<file path="src/uwi_pkg.sv">
// shared constants, codes and controller/datapath interface types for the word indexer
package uwi_pkg;

    // storage sizes
    localparam int STORE_DEPTH = 2048;
    localparam int TABLE_DEPTH = 512;
    localparam int WORD_LIMIT  = 50;

    // derived widths
    localparam int SA_W  = $clog2(STORE_DEPTH);
    localparam int SC_W  = SA_W + 1;
    localparam int TA_W  = $clog2(TABLE_DEPTH);
    localparam int TC_W  = TA_W + 1;
    localparam int LEN_W = 6;
    localparam int CNT_W = 11;
    localparam int ENT_W = SA_W + LEN_W + CNT_W;

    // record kinds
    localparam logic KIND_WORD  = 1'b0;
    localparam logic KIND_TOTAL = 1'b1;

    // status codes
    localparam logic [1:0] ST_OK    = 2'd0;
    localparam logic [1:0] ST_LONG  = 2'd1;
    localparam logic [1:0] ST_FULL  = 2'd2;
    localparam logic [1:0] ST_DROP  = 2'd3;

    // outcome of a word lookup
    localparam logic [1:0] RES_MATCH = 2'd0;
    localparam logic [1:0] RES_NEW   = 2'd1;
    localparam logic [1:0] RES_LONG  = 2'd2;
    localparam logic [1:0] RES_FULL  = 2'd3;

    typedef struct packed {
        logic       accept;
        logic       start_scan;
        logic       next_entry;
        logic       load_entry;
        logic       next_byte;
        logic       set_res;
        logic [1:0] res;
        logic       emit_word;
        logic       emit_total;
    } uwi_cmd_t;

    typedef struct packed {
        logic do_close;
        logic is_last;
        logic too_long;
        logic scan_done;
        logic len_eq;
        logic bytes_done;
        logic byte_eq;
        logic table_full;
        logic out_free;
    } uwi_status_t;

endpackage

</file>
<file path="src/uwi_ctrl.sv">
// controller state machine sequencing byte intake, table scan and record output
module uwi_ctrl (
    input  logic                 aclk,
    input  logic                 aresetn,
    input  logic                 s_valid,
    output logic                 s_ready,
    input  uwi_pkg::uwi_status_t sts,
    output uwi_pkg::uwi_cmd_t    cmd
);
    import uwi_pkg::*;

    localparam logic [2:0] S_IDLE  = 3'd0;
    localparam logic [2:0] S_CHECK = 3'd1;
    localparam logic [2:0] S_SCAN  = 3'd2;
    localparam logic [2:0] S_TCMP  = 3'd3;
    localparam logic [2:0] S_BYTE  = 3'd4;
    localparam logic [2:0] S_BCMP  = 3'd5;
    localparam logic [2:0] S_EMIT  = 3'd6;
    localparam logic [2:0] S_TOTAL = 3'd7;

    logic [2:0] state_reg, state_next;

    // state register
    always_ff @(posedge aclk) begin
        if (!aresetn) begin
            state_reg <= S_IDLE;
        end else begin
            state_reg <= state_next;
        end
    end

    assign s_ready = (state_reg == S_IDLE);

    // next state and commands
    always_comb begin
        state_next = state_reg;
        cmd        = '0;
        unique case (state_reg)
            S_IDLE: begin
                if (s_valid) begin
                    cmd.accept = 1'b1;
                    state_next = S_CHECK;
                end
            end
            S_CHECK: begin
                priority if (sts.do_close && sts.too_long) begin
                    cmd.set_res = 1'b1;
                    cmd.res     = RES_LONG;
                    state_next  = S_EMIT;
                end else if (sts.do_close) begin
                    cmd.start_scan = 1'b1;
                    state_next     = S_SCAN;
                end else if (sts.is_last) begin
                    state_next = S_TOTAL;
                end else begin
                    state_next = S_IDLE;
                end
            end
            S_SCAN: begin
                if (sts.scan_done) begin
                    cmd.set_res = 1'b1;
                    cmd.res     = sts.table_full ? RES_FULL : RES_NEW;
                    state_next  = S_EMIT;
                end else begin
                    state_next = S_TCMP;
                end
            end
            S_TCMP: begin
                if (sts.len_eq) begin
                    cmd.load_entry = 1'b1;
                    state_next     = S_BYTE;
                end else begin
                    cmd.next_entry = 1'b1;
                    state_next     = S_SCAN;
                end
            end
            S_BYTE: begin
                if (sts.bytes_done) begin
                    cmd.set_res = 1'b1;
                    cmd.res     = RES_MATCH;
                    state_next  = S_EMIT;
                end else begin
                    state_next = S_BCMP;
                end
            end
            S_BCMP: begin
                if (sts.byte_eq) begin
                    cmd.next_byte = 1'b1;
                    state_next    = S_BYTE;
                end else begin
                    cmd.next_entry = 1'b1;
                    state_next     = S_SCAN;
                end
            end
            S_EMIT: begin
                if (sts.out_free) begin
                    cmd.emit_word = 1'b1;
                    state_next    = sts.is_last ? S_TOTAL : S_IDLE;
                end
            end
            S_TOTAL: begin
                if (sts.out_free) begin
                    cmd.emit_total = 1'b1;
                    state_next     = S_IDLE;
                end
            end
            default: state_next = S_IDLE;
        endcase
    end

endmodule

</file>
<file path="config.mk">
export PLATFORM = sky130hd
export DESIGN_NAME = uwi_ctrl
export DESIGN_NICKNAME = d
export VERILOG_FILES = /design/src/uwi_pkg.sv /design/src/uwi_ctrl.sv
export SDC_FILE = /design/constraint.sdc
export NUM_CORES = 1
export LEC_CHECK = 0
export ABC_AREA = 1
export BUFFER_PORTS_ARGS = -buffer_cell sky130_fd_sc_hd__buf_2
export CORE_AREA = 10 10 47 49
export CTS_BUF_LIST = sky130_fd_sc_hd__clkbuf_16
export CTS_CLUSTER_DIAMETER = 100
export DETAILED_ROUTE_END_ITERATION = 10
export DIE_AREA = 0 0 57 59
export PLACE_DENSITY = 0.65
export SLEW_MARGIN = 20
export SYNTH_ARGS = -nofsm -noshare
export SYNTH_HDL_FRONTEND = slang
export SYNTH_SLANG_ARGS = --single-unit
</file>
<file path="constraint.sdc">
create_clock -name aclk -period 1.3 [get_ports aclk]
set_input_delay 0.195 -clock aclk [delete_from_list [all_inputs] [get_ports aclk]]
set_output_delay 0.195 -clock aclk [all_outputs]
set_load 0.01 [all_outputs]
</file>
======== Word-level counts from Yosys, hierarchy flattened ========
Index checks and enable logic that the tools add are counted.
cells by class
  multiplexer cells ....................... 31
  equality and inequality tests ........... 10
  reduce and logical (&&, ||, !) cells .... 3
operator list
  cell                                           count
  two-way mux 3 bit                              12
  case mux 3 bit (8 select lines)                1
  two-way mux 1 bit                              14
  == test 3 bit, second input constant           4
  case mux 3 bit (3 select lines)                1
  == test 3 x 2 -> 1 bit, second input constant  2
  != test 2 bit, second input constant           3
  two-way mux 2 bit                              2
  == test 3 x 1 -> 1 bit, second input constant  1
  logical NOT 3 bit                              1
  AND reduction 3 bit                            1
  case mux 1 bit (2 select lines)                1
  logical AND 1 bit                              1
storage, ports and cells
  logic and storage cells ................. 45
  bits in registers ....................... 3
  output and inout port bits .............. 11
  input bits .............................. 12

======== Depth between registers and ports, before layout ========
Gate-level depths: netlist (run 1).
  depth in word-level cells ............... 4
  mapped depth ............................ 8
  mapped depth without buffers ............ 8

======== Least setup slack after synthesis (run 1) ========
No wires, ideal clock.
  path kind ............................... register -> output
  start ................................... register state_reg[2]
  end ..................................... output cmd[0] in the netlist's numbering
  arrival time ............................ 0.963 ns
  path slack .............................. 0.142 ns
  data required time ...................... 1.105 ns
  cell stages (with the launch flop) ...... 4
  path buffers ............................ 1
  path through ............................ dfxtp_1 -> buf_12 -> inv_2 -> nor4_1
RTL lines
  element                 RTL line        source
  from (decl)             uwi_ctrl.sv:21  logic [2:0] state_reg, state_next;
  from (signal assigned)  uwi_ctrl.sv:28  state_reg <= state_next;
  to (decl)               uwi_ctrl.sv:8   output uwi_pkg::uwi_cmd_t cmd

==> impl_metrics.csv, run 1 <==
group,metric,value,unit
critical_path,crit_top_cell,"nand2_1",
cts,cts_max_level,1,
placement,placed_area,504,sq um
cells_and_area,syn2layout_area_growth,92.2,%
synthesis,synth_top_family_by_area,"simple AND/OR/NAND/NOR gates",
cells_and_area,largest_reg_flops,3,
synthesis,synthAdderAreaFrac,0,%
power_and_ir_drop,total_power,1510,uW
cells_and_area,fin_nets,118,
critical_path,path_buf_inv,3,
worst_hold_path,hold_path.class,"in2reg",
timing,timing.final.crit_share,106,%
cts,cts_tree,"built",
synthesis,synthMuxAreaShare,0,%
floorplanning,rows,14,
timing,finalWorstSetupSlack,-0.0716,ns
route,num_vias,569,
power_and_ir_drop,power_density,2030,mW/mm^2
cells_and_area,stdcell_area,743,sq um
cells_and_area,antenna_cells,0,
job,cap_violations,0,
timing,holdWs,0.167,ns
cts,clk_pin_slew,0.03,ns
timing,max_freq,0.729,GHz
floorplanning,die_h,59,um
critical_path,critPathTopFamily,"flip-flops",
critical_path,crit_type,"reg2out",
outcome,failed_checks,"negative setup slack",
global_routing,track_usage,7.56,%
route,drt_iter0_drc,20,
synthesis,syn_nets,80,
placement,hpwl,1050,um
placement,gp_congestion,0.853,
critical_path,cp_cell_sequence,"inv_4, nor2_4, nand3_2, inv_2, nand2_1, nand2_1, buf_2",
floorplanning,dieArea,0.00336,sq mm
timing,rsz0062_at_grt,"yes",
floorplanning,initial_core_util,27.6,%
critical_path,cp.required,1.11,ns
synthesis,synth_cell_types,21,
synthesis,synth_compound_area_share,14.2,%
route,totalWireLength,1410,um
cells_and_area,drive_gt1_share,54.3,%
floorplanning,ioPinCount,23,
timing,tightest_slew,0.172,ns
critical_path,cpPeakStageDelay,0.37,ns
route,wire_per_inst,11.6,um
global_routing,grt_pass1_wl,2100,um
critical_path,arrival,1.18,ns
cts,cts_max_path_buffers,2,
cells_and_area,final_cell_mix,"buf_2 (21), nand2_1 (13), inv_1 (12)",
cts,worstSkewPairLatency,0.23,ns
cts,clkSinkCount,3,
critical_path,cp-end-kind,"primary output",
synthesis,synth-simple-area-share,49.5,%
global_routing,grt-ovfl-total,0,
timing,tns,-0.324,ns
cells_and_area,layout.cells.most_common,"buf_2",
synthesis,synth_seq_cells,3,
cts,cts_buffers,3,
timing,clock_skew,0.00178,ns
cts,ctsHoldBuffers,0,
global_routing,antenna_found_initial,0,
critical_path,crit_path_top_delay_cell,"dfxtp_4",
global_routing,grt_max_degree,9,
outcome,status,"finished with violations",
timing,drv_slew,0,
route,dr.pass1.iters,4,
critical_path,worst-path-max-fanout,5,
placement,detailedPlace.worstSlack,0.0362,ns
route,drtAntennaViolNets,0,
timing,finalSetupViolCount,7,
route,drc_errors,0,
synthesis,ys_seq_area_share,15.5,%
critical_path,start_kind,"flop",
synthesis,avgSynthCellArea,5.69,sq um
synthesis,syn_area,387,sq um
timing,hold_viol_final,0,
timing,period_minus_slack,1.37,ns
synthesis,yosysWarnings,0,
cts,clockRootBuffer,"clkbuf_16",
power_and_ir_drop,max-vdd-ir-drop,1.22,mV
route,routed_via_density,4.70,
synthesis,synth-xor-area-share,0,%
floorplanning,core,0.00140,sq mm
timing,maxSlewHeadroom,88.5,%
floorplanning,dieWidth,57,um
synthesis,syn_inst,68,
global_routing,grt_pass1_vias,547,
power_and_ir_drop,p_leak,0.000444,uW
placement,numPortBuffers,22,
==> path summary, 6_finish.rpt <==
check / from / end / slack (ns) / cells past startpoint
setup / recovery: state_reg[1]$_SDFFE_PN0P_ / cmd[3] / -0.07 / 7
hold / removal: aresetn / state_reg[2]$_SDFFE_PN0P_ / 0.17 / 3
setup reg to reg: state_reg[1]$_SDFFE_PN0P_ / state_reg[0]$_SDFFE_PN0P_ / 0.08 / 7
hold reg to reg: state_reg[2]$_SDFFE_PN0P_ / state_reg[1]$_SDFFE_PN0P_ / 0.56 / 2
==> layer usage <==
metal | GRT usage [%] | vias up | part of all wire (%)
li1 | - | 297 | -
met5 | 0 | - | 0
met2 | 12.9 | 22 | 49
met4 | 6.04 | 0 | 5.4
met3 | 2.36 | 8 | 6.3
met1 | 7.48 | 242 | 39
==> Yosys cell counts <==
| library cell | instances | area, sq um |
|---|---|---|
| a21oi_2 | 1 | 8.76 |
| nand2_2 | 2 | 12.5 |
| nand4_1 | 3 | 18.8 |
| nor4_1 | 1 | 6.26 |
| inv_2 | 3 | 11.3 |
| nor3_1 | 1 | 5.00 |
| buf_12 | 1 | 20.0 |
| nand3_1 | 10 | 50.1 |
| dfxtp_1 | 3 | 60.1 |
| nor2_1 | 6 | 22.5 |
| o21a_1 | 1 | 7.51 |
| a21oi_1 | 2 | 10.0 |
| o21ai_1 | 2 | 10.0 |
| o21bai_1 | 1 | 7.51 |
| inv_1 | 13 | 48.8 |
| nor2_2 | 1 | 6.26 |
| o22ai_1 | 1 | 6.26 |
| nand2_1 | 13 | 48.8 |
| o21ai_0 | 1 | 5.00 |
| nor2_4 | 1 | 11.3 |
| nand3_2 | 1 | 10.0 |
==> stage by stage <==
| stage | std cells | utilization, % |
|---|---|---|
| after global placement | 106 | 36.0 |
| after global routing | 121 | 53.0 |
| final | 121 | 53.0 |
| after CTS | 112 | 45.4 |
| after floorplan | 68 | - |
| after detailed placement | 106 | 36.0 |
==> power by group <==
part | total (uW) | internal (uW) | leakage, uW | switching [uW]
logic | 808 | 390 | 0.000375 | 418
clock network | 485 | 397 | 0.0000423 | 87.7
registers | 214 | 144 | 0.0000267 | 69.2
==> timing repair <==
action / CTS / global route
cloned: 0 / 0
endpoints found under the setup margin: 11 / 9
setup buffers: 2 / 9
resized for setup: 14 / 7
pin swaps: 2 / 2
==> cells by family after synthesis <==
kind of cell | after synthesis
AOI/OAI and AO/OA | 9
DFF | 3
and+or+nand+nor | 39
buffers and inverters | 17
==> worst min-delay path: cells and delay by family <==
kind | cells | cell delay [ns]
buffers and inverters | 2 | 0.12
and+or+nand+nor | 1 | 0.05
==> cell type report <==
type / count / area, sq um
fill: 154 / 658
inverter: 16 / 70.1
tap: 16 / 20.0
sequential: 3 / 71.3
timing repair buffer: 34 / 223
multi-input combinational: 48 / 280
clock inverter: 1 / 3.75
clock buffer: 3 / 75.1
(Power assumes the default switching activity.)
==> inputs of run 2 (changes only) <==
--- a/config.mk
+++ b/config.mk
@@ -13,6 +13,7 @@
 export DETAILED_ROUTE_END_ITERATION = 10
 export DIE_AREA = 0 0 57 59
 export PLACE_DENSITY = 0.65
+export SKIP_CTS_REPAIR_TIMING = 1
 export SLEW_MARGIN = 20
 export SYNTH_ARGS = -nofsm -noshare
 export SYNTH_HDL_FRONTEND = slang
==> run 2 against run 1 <==
- the run still ends with negative setup slack left
- power decreased by 4.8%
- sequential share of layout area is 0.66 points higher
- sequential cell count is the same
- die area did not move
- first-iteration DRC count fell by 75%
- design area decreased by 6.4%
- critical path depth stayed put
- wire length up 6.1%
- final cell count fell by 3.3%
- via count shrank 2.5%
- utilization down 3.4 points
- non-clock buffer count shrank 4
- critical path type unchanged
==> impl_metrics.csv, run 2 (synthesis gave the netlist of run 1 again) <==
group,metric,value,unit
outcome,status,"finished with violations",
outcome,failed_checks,"negative setup slack",
timing,max_freq,0.715,GHz
timing,tns,-0.438,ns
timing,hold_viol_final,0,
placement,place_inst,106,
floorplanning,die_h,59,um
critical_path,r2r_slack,0.12,ns
floorplanning,dieWidth,57,um
cells_and_area,antenna_cells,0,
critical_path,worstReg2RegEnd,"state_reg[0]$_SDFFE_PN0P_",
critical_path,cp.required,1.11,ns
timing,timing.final.crit_share,108,%
floorplanning,core,0.00140,sq mm
cells_and_area,final_cell_mix,"buf_2 (22), inv_1 (13), nand2_1 (12)",
critical_path,cp-endpoint,"cmd[3]",
timing,rsz0062_at_grt,"yes",
power_and_ir_drop,total_power,1430,uW
cts,cts_max_path_buffers,2,
route,totalWireLength,1490,um
floorplanning,rows,14,
global_routing,grt_max_degree,9,
critical_path,worst-path-max-fanout,5,
route,drt_iter0_drc,5,
floorplanning,initial_core_util,27.6,%
route,drc_errors,0,
timing,finalWorstSetupSlack,-0.0980,ns
critical_path,r2r_start,"state_reg[1]$_SDFFE_PN0P_",
cts,worstSkewPairLatency,0.23,ns
cells_and_area,num-fill-cells,155,
placement,numPortBuffers,22,
timing,tightest_slew,0.209,ns
critical_path,arrival,1.20,ns
placement,gp_congestion,0.853,
floorplanning,ioPinCount,23,
timing,clock_skew,0.00180,ns
cells_and_area,syn2layout_area_growth,79.9,%
route,drtAntennaViolNets,0,
cts,clockRootBuffer,"clkbuf_16",
cells_and_area,fin_nets,114,
cells_and_area,layout.cells.most_common,"buf_2",
route,num_vias,555,
critical_path,cp-end-kind,"primary output",
worst_hold_path,hold_path.class,"in2reg",
global_routing,antenna_found_initial,0,
global_routing,grt-ovfl-total,0,
cts,clk_pin_slew,0.03,ns
timing,drv_slew,0,
global_routing,track_usage,7.91,%
cts,clkSinkCount,3,
cells_and_area,final_util,49.6,%
route,wire_per_inst,12.7,um
floorplanning,dieArea,0.00336,sq mm
route,routed_via_density,4.74,
critical_path,rr_worst_depth,6,
global_routing,grt_pass1_wl,2210,um
cts,cts_buffers,3,
critical_path,crit_type,"reg2out",
timing,period_minus_slack,1.40,ns
critical_path,critPathLaunch,"state_reg[1]$_SDFFE_PN0P_",
cts,cts_max_level,1,
global_routing,grt_pass1_vias,522,
power_and_ir_drop,p_leak,0.000423,uW
timing,maxSlewHeadroom,86.0,%
cells_and_area,largest_reg_flops,3,
job,cap_violations,0,
power_and_ir_drop,power_density,2060,mW/mm^2
cells_and_area,drive_gt1_share,51.5,%
cts,cts_tree,"built",
placement,hpwl,1050,um
timing,finalSetupViolCount,8,
cells_and_area,finalNonFillerCells,117,
route,dr.pass1.iters,4,
power_and_ir_drop,max-vdd-ir-drop,1.16,mV
critical_path,start_kind,"flop",
## run 2: changes by cell type in the layout (fill, tap and decap cells not counted)
cell     previous run  this run
nand2_2             2         3
nand3_1             7         8
nand2_1            13        12
buf_12              1         0
nand3_2             4         3
inv_1              12        13
buf_4              10         6
buf_2              21        22
inv_2               3         2
## run 2: final cells by class
cell class | count | area [sq um] | share of cell area (%)
multi-input cells | 48 | 278 | 39.9
repair buffers | 30 | 178 | 25.5
clock buffers | 3 | 75.1 | 10.8
flip-flops and latches | 3 | 71.3 | 10.3
inverters | 16 | 70.1 | 10.1
well taps | 16 | 20.0 | 2.88
clock inverters | 1 | 3.75 | 0.540
## run 2: how the worst min path moves through the flow
stage | slack, ns | depth (start not counted) | from | end
3_3_place_gp | 0.40 | 3 | aresetn | state_reg[2]$_SDFFE_PN0P_
2_1_floorplan | 0.29 | 2 | aresetn | state_reg[2]$_SDFFE_PN0P_
4_1_cts | 0.17 | 3 | aresetn | state_reg[2]$_SDFFE_PN0P_
3_5_place_dp | 0.40 | 3 | aresetn | state_reg[2]$_SDFFE_PN0P_
5_1_grt | 0.20 | 3 | aresetn | state_reg[2]$_SDFFE_PN0P_
6_report | 0.17 | 3 | aresetn | state_reg[2]$_SDFFE_PN0P_
## run 2: metrics by stage
step / setup WS (ns) / instance area (sq um) / hold WS [ns]
2_1_floorplan: 0.142 / 387 / 0.293
3_3_place_gp: 0.0491 / 504 / 0.397
3_5_place_dp: 0.0362 / 504 / 0.403
4_1_cts: -0.202 / 583 / 0.172
5_1_grt: -0.166 / 696 / 0.200
6_report: -0.0980 / 696 / 0.167
## run 2: per-layer routing
| metal | up-vias | track usage (%) | routed length (um) |
|---|---|---|---|
| met5 | - | 0 | 0 |
| met1 | 251 | 8.55 | 607 |
| li1 | 284 | - | - |
| met3 | 2 | 2.36 | 80 |
| met4 | 0 | 4.03 | 24 |
| met2 | 18 | 13.6 | 778 |
## run 2: worst max-delay path, cell delays in order (launching register included)
cell	delay, ns
dfxtp_4	0.39
inv_4	0.06
nor2_4	0.14
nand3_2	0.11
inv_2	0.07
nand2_2	0.04
nand2_1	0.04
buf_2	0.12
## run 2: report_power, final
| part | leakage (uW) | total (uW) | switching (uW) | internal [uW] |
|---|---|---|---|---|
| Sequential | 0.0000267 | 220 | 75.6 | 144 |
| Clock | 0.0000423 | 485 | 87.7 | 397 |
| Combinational | 0.000354 | 730 | 399 | 331 |
